File: src/rtl/core/twhs_pkg.sv
// Package for the task watchdog and heap supervisor.
// Holds the beat types, function codes, levels and limits; no dependencies.
package twhs_pkg;

    localparam int CFG_IDX_W = 1;

    localparam logic [1:0] FN_PING  = 2'd0;
    localparam logic [1:0] FN_CHECK = 2'd1;
    localparam logic [1:0] FN_LOAD  = 2'd2;

    localparam logic [1:0] LVL_OK   = 2'd0;
    localparam logic [1:0] LVL_WARN = 2'd1;
    localparam logic [1:0] LVL_CRIT = 2'd2;

    localparam logic CAUSE_MEM  = 1'b0;
    localparam logic CAUSE_WDOG = 1'b1;

    localparam logic [CFG_IDX_W-1:0] CFG_HEAP_CRIT = 1'd0;
    localparam logic [CFG_IDX_W-1:0] CFG_HEAP_WARN = 1'd1;

    localparam logic [31:0] HEAP_CRIT_RST = 32'd16384;
    localparam logic [31:0] HEAP_WARN_RST = 32'd32768;

    localparam logic [7:0] CNT_MAX      = 8'hFF;
    localparam logic [7:0] STALE_LIMIT  = 8'd2;
    localparam logic [7:0] STRIKE_LIMIT = 8'd3;

    typedef struct packed {
        logic [1:0]  func;
        logic [2:0]  task_id;
        logic [31:0] now_ms;
        logic [31:0] free_heap;
        logic [31:0] timeout_value;
    } t_in_item;

    typedef struct packed {
        logic [7:0]  alive_mask;
        logic [1:0]  heap_level;
        logic [31:0] heap_low_mark;
        logic        reboot_request;
        logic        reboot_cause;
    } t_out_item;

    typedef struct packed {
        logic       alive;
        logic [7:0] stale_next;
        logic       trip;
    } t_slot_res;

    typedef enum logic [2:0] {
        ST_IDLE,
        ST_PRIME,
        ST_WALK,
        ST_HEAP,
        ST_EMIT
    } t_state;

endpackage

File: src/rtl/core/twhs_ram.sv
// Generic single-write, single-read RAM with registered read data.
// No package dependency.
module twhs_ram #(
    parameter int WIDTH = 32,
    parameter int DEPTH = 8,
    parameter int AW    = (DEPTH > 1) ? $clog2(DEPTH) : 1
) (
    input  logic             i_clk,
    input  logic             i_we,
    input  logic [AW-1:0]    i_waddr,
    input  logic [WIDTH-1:0] i_wdata,
    input  logic [AW-1:0]    i_raddr,
    output logic [WIDTH-1:0] o_rdata
);

    logic [WIDTH-1:0] r_mem [DEPTH];
    logic [WIDTH-1:0] r_rdata;

    always_ff @(posedge i_clk) begin
        if (i_we) begin
            r_mem[i_waddr] <= i_wdata;
        end
        r_rdata <= r_mem[i_raddr];
    end

    assign o_rdata = r_rdata;

endmodule

File: src/rtl/core/twhs_slot_eval.sv
// Shared slot comparator: judges one task slot alive or stale per cycle.
// Depends on twhs_pkg for the slot result type and limits.
module twhs_slot_eval import twhs_pkg::*; (
    input  logic [31:0] i_now,
    input  logic [31:0] i_stamp,
    input  logic [31:0] i_timeout,
    input  logic [7:0]  i_stale,
    output t_slot_res   o_res
);

    logic [32:0] diff;
    logic        alive;
    logic [7:0]  stale_next;

    // borrow out means the stamp is ahead of now
    assign diff  = {1'b0, i_now} - {1'b0, i_stamp};
    assign alive = (i_stamp == '0) || diff[32] || (diff[31:0] < i_timeout);

    always_comb begin
        if (alive) begin
            stale_next = '0;
        end else if (i_stale == CNT_MAX) begin
            stale_next = i_stale;
        end else begin
            stale_next = i_stale + 8'd1;
        end
    end

    assign o_res.alive      = alive;
    assign o_res.stale_next = stale_next;
    assign o_res.trip       = (stale_next >= STALE_LIMIT);

endmodule

File: src/rtl/core/task_watchdog_heap_supervisor_unit.sv
// Task watchdog and heap supervisor, top level.
// Ping, load and other non-check codes go straight to the emit state; input stalls until loaded.
// Check: primes the RAM read, walks the slots, then judges the heap before the emit state;
// the walk takes one slot a cycle through the stamp/timeout RAM read port.
// Reset is synchronous, active low: clears counters, stamp valid bits and status,
// loads threshold defaults; timeout RAM is left uncleared.
module task_watchdog_heap_supervisor_unit import twhs_pkg::*; #(
    parameter int TASKS = 8
) (
    input  logic                 i_clk,
    input  logic                 i_rst_n,
    input  logic                 i_in_valid,
    output logic                 o_in_stall,
    input  t_in_item             i_in,
    output logic                 o_out_valid,
    input  logic                 i_out_stall,
    output t_out_item            o_out,
    input  logic                 i_cfg_valid,
    output logic                 o_cfg_ready,
    input  logic [CFG_IDX_W-1:0] i_cfg_index,
    input  logic [31:0]          i_cfg_data
);

    localparam int AW = (TASKS > 1) ? $clog2(TASKS) : 1;

    t_state          r_state, n_state;
    logic [AW-1:0]   r_idx;
    logic [31:0]     r_crit, r_warn;
    logic [31:0]     r_now, r_free;
    logic [31:0]     r_min;
    logic [7:0]      r_strikes;
    logic [1:0]      r_sev;
    logic [7:0]      r_alive;
    logic            r_trip, r_req, r_cause;
    logic [7:0]      r_stale [TASKS];
    logic [TASKS-1:0] r_stamp_vld;
    logic            r_out_vld;
    t_out_item       r_out;

    logic            in_acc, id_ok, stamp_we, tmo_we;
    logic            last, walk_en, heap_en, out_free, out_load;
    logic [AW-1:0]   rd_addr, wr_addr;
    logic [31:0]     stamp_rdata, tmo_rdata, stamp;
    t_slot_res       slot_res;
    logic            heap_crit, below_warn;
    logic [7:0]      n_strikes;

    assign o_in_stall  = (r_state != ST_IDLE);
    assign o_cfg_ready = 1'b1;
    assign in_acc      = i_in_valid && !o_in_stall;
    assign id_ok       = (int'(i_in.task_id) < TASKS);
    assign wr_addr     = i_in.task_id[AW-1:0];
    assign stamp_we    = in_acc && (i_in.func == FN_PING) && id_ok;
    assign tmo_we      = in_acc && (i_in.func == FN_LOAD) && id_ok;
    assign last        = (r_idx == AW'(TASKS - 1));
    assign out_free    = !r_out_vld || !i_out_stall;

    twhs_ram #(.WIDTH(32), .DEPTH(TASKS), .AW(AW)) u_stamp_ram (
        .i_clk   (i_clk),
        .i_we    (stamp_we),
        .i_waddr (wr_addr),
        .i_wdata (i_in.now_ms),
        .i_raddr (rd_addr),
        .o_rdata (stamp_rdata)
    );

    twhs_ram #(.WIDTH(32), .DEPTH(TASKS), .AW(AW)) u_tmo_ram (
        .i_clk   (i_clk),
        .i_we    (tmo_we),
        .i_waddr (wr_addr),
        .i_wdata (i_in.timeout_value),
        .i_raddr (rd_addr),
        .o_rdata (tmo_rdata)
    );

    assign stamp = r_stamp_vld[r_idx] ? stamp_rdata : '0;

    twhs_slot_eval u_slot_eval (
        .i_now     (r_now),
        .i_stamp   (stamp),
        .i_timeout (tmo_rdata),
        .i_stale   (r_stale[r_idx]),
        .o_res     (slot_res)
    );

    always_comb begin
        n_state = r_state;
        case (r_state)
            ST_IDLE: begin
                if (in_acc) begin
                    n_state = (i_in.func == FN_CHECK) ? ST_PRIME : ST_EMIT;
                end
            end
            ST_PRIME: n_state = ST_WALK;
            ST_WALK: begin
                if (last) begin
                    n_state = ST_HEAP;
                end
            end
            ST_HEAP: n_state = ST_EMIT;
            ST_EMIT: begin
                if (out_free) begin
                    n_state = ST_IDLE;
                end
            end
            default: n_state = ST_IDLE;
        endcase
    end

    always_comb begin
        rd_addr  = '0;
        walk_en  = 1'b0;
        heap_en  = 1'b0;
        out_load = 1'b0;
        case (r_state)
            ST_WALK: begin
                rd_addr = last ? r_idx : r_idx + AW'(1);
                walk_en = 1'b1;
            end
            ST_HEAP: heap_en  = 1'b1;
            ST_EMIT: out_load = out_free;
            default: rd_addr  = '0;
        endcase
    end

    assign heap_crit  = (r_free < r_crit);
    assign below_warn = (r_free < r_warn);

    always_comb begin
        if (!heap_crit) begin
            n_strikes = '0;
        end else if (r_strikes == CNT_MAX) begin
            n_strikes = r_strikes;
        end else begin
            n_strikes = r_strikes + 8'd1;
        end
    end

    always_ff @(posedge i_clk) begin
        if (!i_rst_n) begin
            r_state     <= ST_IDLE;
            r_idx       <= '0;
            r_crit      <= HEAP_CRIT_RST;
            r_warn      <= HEAP_WARN_RST;
            r_min       <= '1;
            r_strikes   <= '0;
            r_sev       <= LVL_OK;
            r_alive     <= '0;
            r_trip      <= 1'b0;
            r_req       <= 1'b0;
            r_cause     <= CAUSE_MEM;
            r_stamp_vld <= '0;
            r_out_vld   <= 1'b0;
            for (int i = 0; i < TASKS; i++) begin
                r_stale[i] <= '0;
            end
        end else begin
            r_state <= n_state;

            if (i_cfg_valid && o_cfg_ready) begin
                case (i_cfg_index)
                    CFG_HEAP_CRIT: r_crit <= i_cfg_data;
                    CFG_HEAP_WARN: r_warn <= i_cfg_data;
                    default: r_crit <= r_crit;
                endcase
            end

            if (stamp_we) begin
                r_stamp_vld[wr_addr] <= 1'b1;
            end

            if (in_acc) begin
                r_req   <= 1'b0;
                r_cause <= CAUSE_MEM;
                r_trip  <= 1'b0;
                r_idx   <= '0;
            end

            if (walk_en) begin
                r_stale[r_idx] <= slot_res.stale_next;
                r_alive[r_idx] <= slot_res.alive;
                r_trip         <= r_trip || slot_res.trip;
                if (!last) begin
                    r_idx <= r_idx + AW'(1);
                end
            end

            if (heap_en) begin
                if (r_free < r_min) begin
                    r_min <= r_free;
                end
                r_strikes <= n_strikes;
                r_sev     <= heap_crit ? LVL_CRIT : (below_warn ? LVL_WARN : LVL_OK);
                if (n_strikes >= STRIKE_LIMIT) begin
                    r_req   <= 1'b1;
                    r_cause <= CAUSE_MEM;
                end else if (r_trip) begin
                    r_req   <= 1'b1;
                    r_cause <= CAUSE_WDOG;
                end
            end

            if (out_load) begin
                r_out_vld <= 1'b1;
            end else if (!i_out_stall) begin
                r_out_vld <= 1'b0;
            end
        end
    end

    // payload of the check beat and of the result beat, held while stalled
    always_ff @(posedge i_clk) begin
        if (in_acc && (i_in.func == FN_CHECK)) begin
            r_now  <= i_in.now_ms;
            r_free <= i_in.free_heap;
        end
        if (out_load) begin
            r_out.alive_mask     <= r_alive;
            r_out.heap_level     <= r_sev;
            r_out.heap_low_mark  <= r_min;
            r_out.reboot_request <= r_req;
            r_out.reboot_cause   <= r_cause;
        end
    end

    assign o_out_valid = r_out_vld;
    assign o_out       = r_out;

    a_cause_needs_req: assert property (@(posedge i_clk) disable iff (!i_rst_n)
        o_out_valid && o_out.reboot_cause |-> o_out.reboot_request)
        else $error("watchdog cause without reboot request");

    a_check_starts_walk: assert property (@(posedge i_clk) disable iff (!i_rst_n)
        in_acc && (i_in.func == FN_CHECK) |=> (r_state == ST_PRIME))
        else $error("check beat did not start the slot walk");

    a_low_mark_falls: assert property (@(posedge i_clk) disable iff (!i_rst_n)
        1'b1 |=> (r_min <= $past(r_min)))
        else $error("heap low-water mark rose");

    a_level_valid: assert property (@(posedge i_clk) disable iff (!i_rst_n)
        o_out_valid |-> (o_out.heap_level != 2'd3))
        else $error("heap level out of range");

endmodule

File: config.mk
export PLATFORM = sky130hd
export DESIGN_NAME = task_watchdog_heap_supervisor_unit
export DESIGN_NICKNAME = d
export VERILOG_FILES = /design/src/rtl/core/twhs_pkg.sv /design/src/rtl/core/twhs_ram.sv /design/src/rtl/core/twhs_slot_eval.sv /design/src/rtl/core/task_watchdog_heap_supervisor_unit.sv
export SDC_FILE = /design/constraint.sdc
export NUM_CORES = 1
export LEC_CHECK = 0
export BUFFER_PORTS_ARGS = -buffer_cell sky130_fd_sc_hd__buf_2
export CAP_MARGIN = 30
export CORE_ASPECT_RATIO = 0.9
export CORE_MARGIN = 3
export CORE_UTILIZATION = 45
export DETAILED_ROUTE_END_ITERATION = 8
export HOLD_SLACK_MARGIN = 0.08
export SETUP_SLACK_MARGIN = 0.15
export SLEW_MARGIN = 20
export SYNTH_ARGS = -nofsm -noshare
export SYNTH_HDL_FRONTEND = slang
export SYNTH_SLANG_ARGS = --single-unit
File: constraint.sdc
create_clock -name i_clk -period 11.6 [get_ports i_clk]
set_input_delay 1.74 -clock i_clk [delete_from_list [all_inputs] [get_ports i_clk]]
set_output_delay 1.74 -clock i_clk [all_outputs]
set_load 0.02 [all_outputs]
==> flow_metrics.py <==
metrics = {
    "placement": {
        "dpl_cell_area_um2": 39820,
        "dp_hpwl_um": 54430,
        "dp_cells": 4506,
        "port_buffers": 184,
        "routabilityCongestion": 0.8684,
    },
    "power_and_ir_drop": {
        "ir_worst_vdd_v": 0.0001302,
        "p_total_mw": 6.623,
        "power.internal_mw": 5.201,
        "sw_frac_of_total_pct": 21.47,
        "seq_power_share_pct": 52.3,
        "power_frac_comb_pct": 4.5,
        "power.density_nw_per_um2": 154.7,
        "switching_power_mw": 1.422,
        "power_leakage_nw": 15.85,
        "pwr-share-clk_pct": 43.2,
    },
    "floorplanning": {
        "io_pins": 186,
        "rows": 99,
        "die_x_um": 310.7,
        "die-area_um2": 87060,
        "fp.dieH_um": 280.2,
        "core_area_um2": 81880,
        "initial_core_util_pct": 45.92,
    },
    "finish": {
        "nets": 3793,
        "final_cell_area_um2": 42810,
        "drive_gt1_share_pct": 11.72,
        "fillers": 7233,
        "stdcell_count": 4684,
        "syn2layout_area_growth_pct": 13.85,
    },
    "clock_network": {
        "cts_tree": "done",
        "cts_max_path_buffers": 3,
        "htreeDepth": 3,
        "cts_post_setup_buffers_inserted": 0,
        "cts_sinks": 880,
        "cts_root_buffer": "clkbuf_16",
        "cts-resized-gates": 0,
        "hold_buffers": 0,
        "cts_buffers": 91,
        "clk_latency_ns": 0.65,
        "cts.clk_slew.worst_paths_ns": 0.06,
    },
    "grt": {
        "grt_pass1_wl_um": 139700,
        "antenna_found_initial": 16,
        "first_global_vias": 23726,
        "overflow": 0,
        "track_usage_pct": 20.51,
        "grt_max_degree": 126,
    },
    "setup_path": {
        "arrival_ns": 7.81,
        "criticalPathCategory": "reg2reg",
        "cp-end-kind": "register",
        "crit_required_ns": 12.08,
        "crit_path_start_kind": "register",
        "cp_max_fo": 33,
    },
    "worst_hold_path": {
        "hold_path_class": "reg2reg",
    },
    "sta": {
        "finalSetupTns_ns": 0,
        "fmax_mhz": 136.4,
        "fin_skew_ns": 0.01954,
        "holdWs_ns": 0.4293,
        "rsz0062_at_grt": "no",
        "min_period_over_period_pct": 63.19,
        "slew_violations": 0,
        "period_minus_slack_ns": 7.330,
        "final-setup-viol-count": 0,
        "finalHoldViolCount": 0,
        "tightest_slew_ns": 1.003,
        "slew_headroom_pct": 32.74,
    },
    "synth": {
        "synth_area_leaders": "edfxtp_1 (55%), dfxtp_1 (10%), nand2_1 (7.9%), ha_1 (5.4%), nand3_1 (4.7%)",
        "synthFlopType": "edfxtp_1",
        "synth_nets": 3628,
        "ys_seq_elements": 880,
        "async_reset_ff_share_pct": 0,
        "synth_cell_types": 71,
        "yosysSeqAreaShare_pct": 65.06,
        "synth_area_um2": 37600,
        "yosys.area.top_type": "edfxtp_1",
        "synth_cells": 3326,
        "synth_top_area_share_pct": 54.63,
        "yosys_warnings": 0,
        "synth_edf_count": 684,
        "syn_avg_cell_area_um2": 11.30,
    },
    "routing": {
        "drt_iter0_markers": 1932,
        "detail-route-antenna-nets": 0,
        "first_pass_iters": 5,
        "drc_errors": 0,
        "wl_um": 90130,
        "num_vias": 24565,
        "viasPerCell": 5.244,
        "routedWlPerCell_um": 19.24,
    },
    "flow_run": {
        "maxCapViolCount": 0,
    },
    "run_status": {
        "status": "completed",
    },
}
==> Yosys cell counts (17+ instances only) <==
cell      count
a21oi_1     132
edfxtp_1    684
nor3_1       19
nor2_1      178
o21a_1       20
mux2i_1      46
nand2b_1     29
dfxtp_1     196
nand4_1      25
nand3_1     350
o211ai_1     17
xnor2_1      24
ha_1        162
o21ai_0     105
inv_1       150
a21o_1       59
clkbuf_1    138
nand2_1     796
==> layout by cell type, fill, tap and decap left out, types with 33 or more instances in the layout <==
cell type / n
a21oi_1: 130
clkbuf_16: 92
buf_2: 184
nor2_1: 164
o21ai_0: 99
nand2_1: 794
clkbuf_1: 33
inv_1: 150
nand3_1: 350
buf_4: 44
a21o_1: 59
dfxtp_1: 196
edfxtp_1: 684
ha_1: 162
mux2i_1: 46
==> power groups by stage <==
| stage | clock (mW) | combinational (mW) | sequential (mW) |
|---|---|---|---|
| after global routing | 3.05 | 0.338 | 3.47 |
| after global placement | 0 | 0.294 | 3.53 |
| after floorplan | 0 | 0.171 | 3.53 |
| final | 2.86 | 0.298 | 3.47 |
| after detailed placement | 0 | 0.299 | 3.53 |
| after CTS | 2.93 | 0.301 | 3.47 |
==> final timing paths <==
check / end / start / cells after the start / slack [ns]
hold / removal: o_out[39]$_DFFE_PP_ / r_alive[3]$_SDFFE_PN0P_ / 0 / 0.43
hold reg to reg: o_out[39]$_DFFE_PP_ / r_alive[3]$_SDFFE_PN0P_ / 0 / 0.43
setup reg to reg: r_stale[0][1]$_SDFFCE_PN0P_ / r_idx[2]$_SDFF_PN0_ / 21 / 4.27
setup / recovery: r_stale[0][1]$_SDFFCE_PN0P_ / r_idx[2]$_SDFF_PN0_ / 21 / 4.27
==> registers in the layout, indices dropped and copies added, names as in the netlist, 32 cells and up <==
register	cells
r_now	32
o_out	44
r_min	32
r_stale	64
u_tmo_ram.o_rdata	32
u_tmo_ram.r_mem	256
r_warn	32
r_crit	32
u_stamp_ram.o_rdata	32
r_free	32
u_stamp_ram.r_mem	256
==> routing by layer <==
| metal | share of wire [%] | up-vias | track usage, % | wire [µm] |
|---|---|---|---|---|
| li1 | - | 12119 | - | - |
| met1 | 44 | 11702 | 27.69 | 39990 |
| met2 | 48 | 591 | 34.11 | 43000 |
| met3 | 5.6 | 143 | 3.796 | 5089 |
| met4 | 2.2 | 10 | 5.857 | 1983 |
| met5 | 0.075 | - | 0 | 68 |
==> metrics by stage <==
step / setup WS (ns) / util, %
finish: 4.270 / 52.28
global route: 3.528 / 52.27
CTS: 4.275 / 52.20
detailed placement: 4.376 / 48.63
global placement: 4.566 / 48.59
floorplan: 6.023 / -
==> final cells by class <==
class	instances	area [µm²]	share of cell area, %
Sequential cell	880	24460	57.15
Multi-Input combinational cell	2135	12130	28.34
Clock buffer	136	2577	6.021
Tap cell	1111	1390	3.247
Timing Repair Buffer	231	1319	3.081
Inverter	152	573.1	1.339
Clock inverter	34	342.8	0.8008
Antenna cell	5	12.51	0.02923
==> worst max-delay path, cell delays in order (launching register included) <==
cell and delay (ns):
dfxtp_1 0.80, and2_1 0.42, a221oi_1 0.16, o21ai_2 0.15, buf_4 0.34, nand2_1 0.10, ha_1 0.34, o211ai_1 0.17
a21oi_1 0.08, o41ai_1 0.63, o221a_2 0.39, o41ai_2 0.13, a2111oi_0 0.45, o21ai_0 0.16, o221a_2 0.28, ha_1 0.29
nand4_1 0.14, a2111oi_0 0.41, nor3_1 0.10, nor3_2 0.81, o2111ai_1 0.55, nor2_1 0.24
==> kinds of logic (layout without fill, tap and decap cells) <==
logic type | after synthesis | after routing | share of synthesized area, %
xor+xnor | 32 | 32 | 0.7454
flops | 880 | 880 | 65.06
simple gates | 1456 | 1456 | 16.60
other cells | 1 | 6 | 0.009973
fa+ha+maj | 163 | 163 | 5.444
buf+inv | 311 | 553 | 3.175
compound gates | 424 | 424 | 7.115
mux | 59 | 59 | 1.853
Note: power is estimated with default switching activity, not from simulation.
